[config.mk]
export PLATFORM = sky130hd
export DESIGN_NAME = dwcf_ctrl
export DESIGN_NICKNAME = d
export VERILOG_FILES = /design/src/sv/dwcf_pkg.sv /design/src/sv/dwcf_ctrl.sv
export VERILOG_INCLUDE_DIRS = /design/src /design/src/sv
export SDC_FILE = /design/constraint.sdc
export NUM_CORES = 1
export LEC_CHECK = 0
export ABC_AREA = 0
export BUFFER_PORTS_ARGS = -buffer_cell sky130_fd_sc_hd__buf_4
export CORE_AREA = 2 2 39 41
export DETAILED_ROUTE_END_ITERATION = 10
export DIE_AREA = 0 0 41 43
export PLACE_DENSITY = 0.39
export SLEW_MARGIN = 30
export SYNTH_ARGS = -nofsm -noshare
export SYNTH_HDL_FRONTEND = slang
export SYNTH_SLANG_ARGS = --single-unit
[constraint.sdc]
create_clock -name aclk -period 1.2 [get_ports aclk]
set_clock_uncertainty 0.1 [all_clocks]
set_input_delay 0.12 -clock aclk [delete_from_list [all_inputs] [get_ports aclk]]
set_output_delay 0.12 -clock aclk [all_outputs]
set_load 0.01 [all_outputs]
[src/sv/disk_window_coverage_filter_unit_assert.svh]
// Assertion macros shared by the disc coverage filter modules.
// Expects aclk and aresetn in the scope of each use; no other dependencies.
`ifndef DISK_WINDOW_COVERAGE_FILTER_UNIT_ASSERT_SVH
`define DISK_WINDOW_COVERAGE_FILTER_UNIT_ASSERT_SVH
`ifndef SYNTHESIS
`define DWCF_ASSERT_IMP(name, ante, cons, msg) \
    name: assert property (@(posedge aclk) disable iff (!aresetn) (ante) |-> (cons)) \
        else $error(msg);
`define DWCF_ASSERT_NEXT(name, ante, cons, msg) \
    name: assert property (@(posedge aclk) disable iff (!aresetn) (ante) |=> (cons)) \
        else $error(msg);
`else
`define DWCF_ASSERT_IMP(name, ante, cons, msg)
`define DWCF_ASSERT_NEXT(name, ante, cons, msg)
`endif
`endif

[src/sv/dwcf_pkg.sv]
// Shared constants, codes and controller/datapath interface types for the
// disc coverage filter. No dependencies.
package dwcf_pkg;

    localparam int MAX_WIDTH  = 64;   // power of two: address is {row, col}
    localparam int MAX_HEIGHT = 64;
    localparam int MAX_RADIUS = 15;

    localparam int COL_W    = $clog2(MAX_WIDTH);
    localparam int ROW_W    = $clog2(MAX_HEIGHT);
    localparam int ADDR_W   = COL_W + ROW_W;
    localparam int DEPTH    = MAX_WIDTH * MAX_HEIGHT;
    localparam int PIX_W    = 8;
    localparam int OUT_W    = 8;
    localparam int DIM_W    = 7;
    localparam int RADCFG_W = 4;
    localparam int RAD_W    = $clog2(MAX_RADIUS + 1);
    localparam int OFS_W    = RAD_W + 1;
    localparam int SQ_W     = 2 * OFS_W;
    localparam int CNT_W    = $clog2((2 * MAX_RADIUS + 1) * (2 * MAX_RADIUS + 1) + 1);
    localparam int NUM_W    = CNT_W + OUT_W;
    localparam int DCNT_W   = $clog2(NUM_W + 1);

    localparam int FULL_SCALE = 255;

    localparam int CFG_IDX_W  = 2;
    localparam int CFG_DATA_W = DIM_W;

    localparam logic [CFG_IDX_W-1:0] CFG_IMAGE_WIDTH  = 2'd0;
    localparam logic [CFG_IDX_W-1:0] CFG_IMAGE_HEIGHT = 2'd1;
    localparam logic [CFG_IDX_W-1:0] CFG_DISC_RADIUS  = 2'd2;

    localparam logic [DIM_W-1:0]    WIDTH_RESET  = 7'd64;
    localparam logic [DIM_W-1:0]    HEIGHT_RESET = 7'd64;
    localparam logic [RADCFG_W-1:0] RADIUS_RESET = 4'd1;

    localparam logic MODE_LOAD  = 1'b0;
    localparam logic MODE_QUERY = 1'b1;

    typedef struct packed {
        logic load;         // write the accepted pixel
        logic start;        // latch query center, reset scan and counts
        logic step;         // read one window position, advance
        logic div_load;     // load divider from the counts
        logic div_step;     // one restoring division step
        logic result_load;  // move quotient into the output register
    } dwcf_cmd_t;

    typedef struct packed {
        logic scan_last;    // current position is the last of the window
        logic div_last;     // current division step is the last
        logic out_busy;     // output register holds an untaken beat
    } dwcf_status_t;

endpackage

[src/sv/dwcf_ctrl.sv]
// Sequencer for the disc coverage filter: accept, scan, divide, deliver.
// Depends on dwcf_pkg and the assertion macro header.
`include "disk_window_coverage_filter_unit_assert.svh"

module dwcf_ctrl (
    input  logic                  aclk,
    input  logic                  aresetn,
    input  logic                  s_valid,
    input  logic                  s_mode,
    output logic                  s_ready,
    input  dwcf_pkg::dwcf_status_t status,
    output dwcf_pkg::dwcf_cmd_t    cmd
);

    typedef enum logic [2:0] {
        ST_IDLE,
        ST_SCAN,
        ST_DRAIN,
        ST_DIVL,
        ST_DIV,
        ST_RESULT
    } state_t;

    state_t state_reg, state_next;

    always_comb begin
        state_next = state_reg;
        cmd        = '0;
        s_ready    = 1'b0;
        unique case (state_reg)
            ST_IDLE: begin
                s_ready = 1'b1;
                if (s_valid) begin
                    if (s_mode == dwcf_pkg::MODE_QUERY) begin
                        cmd.start  = 1'b1;
                        state_next = ST_SCAN;
                    end else begin
                        cmd.load = 1'b1;
                    end
                end
            end
            ST_SCAN: begin
                cmd.step = 1'b1;
                if (status.scan_last) begin
                    state_next = ST_DRAIN;
                end
            end
            // let the last read land in the counts
            ST_DRAIN: begin
                state_next = ST_DIVL;
            end
            ST_DIVL: begin
                cmd.div_load = 1'b1;
                state_next   = ST_DIV;
            end
            ST_DIV: begin
                cmd.div_step = 1'b1;
                if (status.div_last) begin
                    state_next = ST_RESULT;
                end
            end
            ST_RESULT: begin
                if (!status.out_busy) begin
                    cmd.result_load = 1'b1;
                    state_next      = ST_IDLE;
                end
            end
            default: begin
                state_next = ST_IDLE;
            end
        endcase
    end

    always_ff @(posedge aclk) begin
        if (!aresetn) begin
            state_reg <= ST_IDLE;
        end else begin
            state_reg <= state_next;
        end
    end

    `DWCF_ASSERT_IMP(a_cmd_onehot, 1'b1,
        $onehot0({cmd.load, cmd.start, cmd.step, cmd.div_load, cmd.div_step, cmd.result_load}),
        "controller issued two commands at once")
    `DWCF_ASSERT_IMP(a_result_free, cmd.result_load, !status.out_busy,
        "result loaded over an untaken output beat")
    `DWCF_ASSERT_NEXT(a_scan_to_drain, (state_reg == ST_SCAN) && status.scan_last,
        state_reg == ST_DRAIN, "scan did not end after the last window position")

endmodule

Yosys cells after proc, flatten, opt, wreduce, memory -nomap -nowiden
Cells that the tools add are included.
{"block": "word_totals", "word_cells": 29, "ff_bits": 3, "memories": 0, "mem_bits_rw": 0, "latch_bits": 0, "mem_bits_ro": 0}
{"block": "op_classes", "muxes": 16, "n_reduce_logical": 2, "n_shift": 0, "n_mul": 0, "div_mod_pow": 0, "n_lt_le_gt_ge": 0, "bitwise_logic": 0, "n_eq_ne": 10, "addsub": 0}
{"cell": "$pmux W3 S6", "n": 1}
{"cell": "$mux W3", "n": 5}
{"cell": "$ne A2 B2 Y1 const B", "n": 5}
{"cell": "$mux W1", "n": 8}
{"cell": "$eq A3 B2 Y1 const B", "n": 2}
{"cell": "$eq A3 B3 Y1 const B", "n": 2}
{"cell": "$reduce_and A5 Y1", "n": 1}
{"cell": "$mux W2", "n": 2}
{"cell": "$eq A3 B1 Y1 const B", "n": 1}
{"cell": "$logic_not A3 Y1", "n": 1}

Logic depth before layout (Yosys ltp)
Gate-level depths: netlist of the first run.
{"block": "depth", "depth_word": 3, "ltp_mapped": 4}

Least setup slack after synthesis of the first run
Ideal clock, no wire load.
{"block": "synth_path", "path_type": "register to output", "startpoint": "register state_reg[0]", "endpoint": "output cmd[5] (netlist bit)", "stages_incl_launch_ff": 5, "slack_ns": -0.044, "arrival_time_ns": 1.024, "path_cell_list": "dfxtp_1 -> buf_6 -> nor3_1 -> nand2_1 -> nor2_1"}
{"element": "start, declared", "line": "dwcf_ctrl.sv:24", "source": "state_t state_reg, state_next;"}
{"element": "start signal, assigned", "line": "dwcf_ctrl.sv:78", "source": "state_reg <= state_next;"}
{"element": "end, declared", "line": "dwcf_ctrl.sv:12", "source": "output dwcf_pkg::dwcf_cmd_t cmd"}

==> metrics, run 1 <==
met2 WL around 380 um; top routing layer in use met3; final setup violating endpoints 7; Seq/Total Area, Yosys 27.6%; clock power share between 40% and 50%; placed insts 56; Inserted Diodes 0; Lkg Pwr between 0.15 and 0.2 nW; Longest Clk Path Bufs 2; CTS clk-pin slew, worst paths approximately 40 ps; Core Box Area 1380 um^2; Syn Nets 35; Fmax achieved between 0.7 and 0.8 GHz; DR vias ~280; Total Nets Final 56; CP Cell Sequence nor3_4 -> and3_1 -> buf_4; CP required 980 ps; sw frac a little over a quarter; largest area contributor in the netlist dfxtp_1; Die ar. approximately 1800 um^2; Starting Density between 10% and 20%; Final Hold Vio Count 0; Unique masters post-synth 18; Clock Sinks 3; CTS buffer count 3; crit share post-route 109%; die width 41 um; area delta synth->final 97.7%; CP max FO 5; largest net degree at the start of global routing 8; syn avg cell area roughly 7.8 um^2; Hold Crit Class in -> reg; power density cells ~980 nW/um^2; fill count about 160; Reg-to-Reg End state_reg[0]$_SDFFE_PN0P_; R2R Path Start state_reg[1]$_SDFFE_PN0P_; number of synthesized register bits 3; drt drc 0; Final HPWL DP between 400 and 500 um; first-pass GRT wire length 1070 um; FP Rows 14; Worst setup SP type flop; vias in the first global route approximately 280; Slew HR between 80 and 90%; Pint around 0.00031 W; Worst R2R Path Depth 4; Die Ht approximately 43 um; Final ANT Viol Nets 0; global route overflow 0; worst path arrival time approximately 1100 ps; slowest stage cell, crit path dfxtp_4; initial antenna violation count 0; H-tree levels 1; yosys warns 0; max-cap viol count 0; GP Congestion ~0.8; root buffer cell clkbuf_4; Seq pwr share 27.8%; Detailed Route Iter0 Violations 7; failing checks setup timing; Port Buffer Count 13; cell area after synthesis roughly 220 um^2; area of the multi-input gates about 170 um^2; Clk Latency, worst-skew pair ~230 ps; CP Launch Point state_reg[1]$_SDFFE_PN0P_; R2R setup slack -30 ps; Non-Filler Instances between 60 and 70; via density per instance 4.41; synth top area cells dfxtp_1 (28%), a21oi_1 (6.9%), nor3b_1 (6.9%), nand2b_1 (5.7%), nor2b_1 (5.7%); measured slew at the worst slew-check pin 163 ps; final max-slew violation count 0; status complete, but fails checks; power share of the combinational group 29.8%; Post-Synthesis Cells 28; switching power 0.000113 W; slowest stage delay, CP 360 ps; DR pass1 iterations 2; wirelength, routed 673 um; Worst setup EP type output port; GRT Util Overall about 9.0%; setup slack after layout -102 ps; CTS tree built; max FFs per register 3; Wirelength per Cell about 11 um; VDD IR max roughly 0.00036 V; post-synth top area share 27.6%; Ports 14; share of cells above drive strength 1 between 60% and 70%; Final min period between 1000 and 1500 ps; CP Capture Point cmd[4]; Register Area about 71 um^2; Fin Hold WS ~25 ps; crit path kind reg -> out; met3 WL between 30 and 40 um; wl on met1 approximately 260 um; RSZ-0062 raised after global routing true
through the flow:
step / setup TNS [ps] / power, W / setup slack (ps) / area, um^2 / util, %
floorplan: 0 / 0.000167 / 80.4 / 223 / -
global placement: 0 / 0.000208 / 1.56 / 329 / 23.8
detailed placement: -11.2 / 0.000209 / -11.2 / 329 / 23.8
CTS: -368 / 0.000414 / -112 / 403 / 29.1
global route: -850 / 0.000454 / -167 / 430 / 31.1
finish: -428 / 0.000422 / -102 / 430 / 31.1
critical path, delay by kind of cell, from the launching register on:
kind	cells	cell delay (ps)
AND/OR/NAND/NOR	2	370
flip-flops	1	360
buffers and inverters	1	110
routing by layer:
layer | GRT usage (%) | up-vias
li1 | - | 141
met1 | 8.68 | 132
met2 | 15.0 | 9
met3 | 3.14 | 0
met4 | 6.00 | 0
met5 | 0 | -
power by group through the flow:
stage | registers (W) | logic [W] | clock network [W]
after floorplan | 0.000112 | 0.0000548 | 0
after global placement | 0.000119 | 0.0000884 | 0
after detailed placement | 0.000120 | 0.0000889 | 0
after CTS | 0.000118 | 0.000109 | 0.000186
after global routing | 0.000118 | 0.000138 | 0.000198
final | 0.000117 | 0.000126 | 0.000179
repair_timing:
action,CTS,global route
gates resized for setup,10,4
pin swaps,4,2
gates cloned,0,0
setup buffers,2,2
setup endpoints to repair,8,8
hold buffers,0,0
synth_stat cells:
library cell  n
mux2i_1       1
nand3_1       1
dfxtp_1       3
nand4b_1      1
nor3_1        1
o21a_1        1
and2b_1       1
nand2b_1      2
nor2b_1       2
and3_1        1
a21oi_1       3
inv_1         1
or4b_1        1
or3b_1        1
buf_6         1
nand2_1       2
nor2_1        3
nor3b_1       2
kinds of logic after synthesis:
kind of cell           count (synthesis)  share of synthesized area [%]
and+or+nand+nor                       18                           50.6
AOI/OAI and AO/OA                      4                           10.3
DFF                                    3                           27.6
buffers and inverters                  2                           6.89
muxes                                  1                           4.60
worst min path at each step:
stage,start,end,slack (ps),depth (start not counted)
2_1_floorplan,aresetn,state_reg[2]$_SDFFE_PN0P_,140,1
6_report,aresetn,state_reg[2]$_SDFFE_PN0P_,20,2
4_1_cts,aresetn,state_reg[2]$_SDFFE_PN0P_,20,2
5_1_grt,aresetn,state_reg[2]$_SDFFE_PN0P_,40,2
3_5_place_dp,aresetn,state_reg[2]$_SDFFE_PN0P_,260,2
3_3_place_gp,aresetn,state_reg[2]$_SDFFE_PN0P_,260,2
cell type report:
type | count | share of cell area [%]
multi-input combinational | 23 | 40.4
timing repair buffer | 17 | 31.4
clock buffer | 4 | 6.10
tap | 16 | 4.65
inverter | 1 | 0.872
sequential | 3 | 16.6
cells in the final DEF (no fill, tap or decap), drive strengths merged:
cell    netlist  final
nand2         2      2
nand3         1      1
nor2          3      3
nor3          1      1
and3          1      1
nand4b        1      1
clkbuf        0      4
or4b          1      1
mux2i         1      1
a21oi         3      3
buf           1     17
nor2b         2      2
and2b         1      1
nor3b         2      2
dfxtp         3      3
o21a          1      1
inv           1      1
or3b          1      1
nand2b        2      2
Note: power is estimated with default switching activity, not from simulation.
==> run 2, diff against run 1 <==
--- a/config.mk
+++ b/config.mk
@@ -7,11 +7,12 @@
 export NUM_CORES = 1
 export LEC_CHECK = 0
 export ABC_AREA = 0
-export BUFFER_PORTS_ARGS = -buffer_cell sky130_fd_sc_hd__buf_4
-export CORE_AREA = 2 2 39 41
+export BUFFER_PORTS_ARGS = -buffer_cell sky130_fd_sc_hd__buf_2
+export CELL_PAD_IN_SITES_DETAIL_PLACEMENT = 2
+export CELL_PAD_IN_SITES_GLOBAL_PLACEMENT = 2
+export CORE_UTILIZATION = 16
 export DETAILED_ROUTE_END_ITERATION = 10
-export DIE_AREA = 0 0 41 43
-export PLACE_DENSITY = 0.39
+export PLACE_DENSITY = 0.65
 export SLEW_MARGIN = 30
 export SYNTH_ARGS = -nofsm -noshare
 export SYNTH_HDL_FRONTEND = slang
==> metrics, run 2 (synthesized netlist as in run 1, its figures left out) <==
status complete, but fails checks; failing checks setup timing; Util after Layout 37.6% (+6.4 points); Final ANT Viol Nets 0 (unchanged); Hold Path Depth 2 (unchanged); Lkg Pwr 0.207 nW (+4.5%); Ports 14 (unchanged); drt drc 0 (unchanged); Fin Hold WS 37.7 ps (+12.8 ps); R2R Path Start state_reg[0]$_SDFFE_PN0P_; DR pass1 iterations 2 (unchanged); area delta synth->final 105%; Die ar. 1510 um^2 (-14%); GRT Util Overall 15.9% (+6.8 points); VDD IR max 0.000426 V (+19%); share of cells above drive strength 1 66.0% (+5.6 points); Final min period 1320 ps (+17.9 ps); final setup violating endpoints 7 (unchanged); max FFs per register 3 (unchanged); DR vias 299 (+6.0%); CTS clk-pin slew, worst paths 40 ps (about the same); Clk Latency, worst-skew pair 250 ps (+20 ps); Port Buffer Count 13 (unchanged); Inserted Diodes 0 (unchanged); Final HPWL DP 569 um (+26%); Die Ht 38.9 um (-9.6%); Core Box Area 1190 um^2 (-14%); largest net degree at the start of global routing 7 (-1); first-pass GRT wire length 1410 um (+32%); CTS tree built; worst path arrival time 1100 ps (+20 ps); Reg-to-Reg End state_reg[0]$_SDFFE_PN0P_; CTS buffer count 3 (unchanged); Worst setup EP type output port; Detailed Route Iter0 Violations 1 (-6); min-delay src aresetn; root buffer cell clkbuf_4; crit path kind reg -> out; Hold Crit Class in -> reg; Worst R2R Path Depth 3 (-1); Slew HR 89.2% (+0.14 points); most common cell after layout, fill and taps aside buf_2; vias in the first global route 315 (+15%); GP Congestion 0.765 (-3.2%); slowest stage cell, crit path dfxtp_4; CP max FO 4 (-1); Total Nets Final 58 (+3.6%); crit share post-route 110% (+1.5 points); Starting Density 18.4% (+2.6 points); die width 38.9 um (-5.2%); Final Hold Vio Count 0 (unchanged); setup slack after layout -120 ps (-17.9 ps); power density cells 990 nW/um^2 (+0.85%); wirelength, routed 900 um (+34%); H-tree levels 1 (unchanged); # hold bufs at CTS 0 (unchanged); via density per instance 4.67 (+6.0%); CP Cell Sequence nor3_4 -> and3_1 -> buf_2; R2R setup slack -60 ps (-30 ps); Clock Sinks 3 (unchanged); global route overflow 0 (unchanged); FP Rows 12 (-2); met3 Track Usage GR 8.67% (+5.5 points); initial antenna violation count 0 (unchanged); Hold Path Sink state_reg[2]$_SDFFE_PN0P_; Longest Clk Path Bufs 2 (unchanged); Wirelength per Cell 14.1 um (+34%); Worst setup SP type flop; final max-slew violation count 0 (unchanged); met1 Use GR 13.5% (+4.8 points); M2 GR Usage 25.4% (+10 points); max-cap viol count 0 (unchanged); CP required 980 ps (about the same); RSZ-0062 raised after global routing true; Pwr Total 0.000441 W (+4.4%); Fmax achieved 0.758 GHz (-1.4%); most frequent cells in the layout buf_2 (10), buf_4 (5), buf_6 (4); slowest stage delay, CP 350 ps (about the same); busiest grt layer met2; measured slew at the worst slew-check pin 161 ps (-2.13 ps)
run 2: cell types whose count changed in the layout (fill, tap and decap cells not counted), sizes merged:
cell,before,now
buf,17,19
run 2: worst max path at each step:
stage,from,end,slack (ps)
2_1_floorplan,state_reg[0]$_SDFFE_PN0P_,state_reg[0]$_SDFFE_PN0P_,80
3_3_place_gp,state_reg[0]$_SDFFE_PN0P_,state_reg[0]$_SDFFE_PN0P_,3
3_5_place_dp,state_reg[0]$_SDFFE_PN0P_,cmd[3],-70
4_1_cts,state_reg[2]$_SDFFE_PN0P_,cmd[4],-140
5_1_grt,state_reg[2]$_SDFFE_PN0P_,cmd[4],-200
6_report,state_reg[2]$_SDFFE_PN0P_,cmd[4],-120
run 2: worst max-delay path, delay by kind of cell, from the launching register on:
family / cells / cell delay (ps)
DFF: 1 / 350
buffers and inverters: 1 / 120
and+or+nand+nor: 2 / 370
run 2: per-layer routing:
layer | vias up | share of wire (%)
met5 | - | 0
met4 | 0 | 5.3
met3 | 4 | 7.3
met2 | 17 | 52
met1 | 134 | 35
li1 | 144 | -
run 2: final cells by class:
type | count | area, um^2
inverter | 1 | 3.75
fill | 147 | 741
clock buffer | 4 | 26.3
timing repair buffer | 19 | 133
sequential | 3 | 71.3
multi-input combinational | 23 | 194
tap | 14 | 17.5
run 2: what timing repair did:
item,4_1_cts,5_1_grt
pin swaps,4,0
buffers inserted,5,0
endpoints found under the setup margin,8,8
gates resized for setup,17,3
run 2: report_power, final:
| part | switching, W | total [W] | internal (W) | leakage (nW) |
|---|---|---|---|---|
| Clock | 0.0000671 | 0.000193 | 0.000126 | 0.0150 |
| Sequential | 0.0000145 | 0.000119 | 0.000105 | 0.0267 |
| Combinational | 0.0000504 | 0.000129 | 0.0000789 | 0.165 |
| Total | 0.000132 | 0.000441 | 0.000309 | 0.207 |
run 2: per-stage QoR:
| step | std cells | setup TNS [ps] | setup WS, ps | instance area [um^2] |
|---|---|---|---|---|
| after floorplan | 28 | 0 | 80.4 | 223 |
| after global placement | 55 | 0 | 2.74 | 302 |
| after detailed placement | 55 | -136 | -72.7 | 302 |
| after CTS | 64 | -618 | -139 | 429 |
| after global routing | 64 | -1040 | -202 | 445 |
| final | 64 | -522 | -120 | 445 |
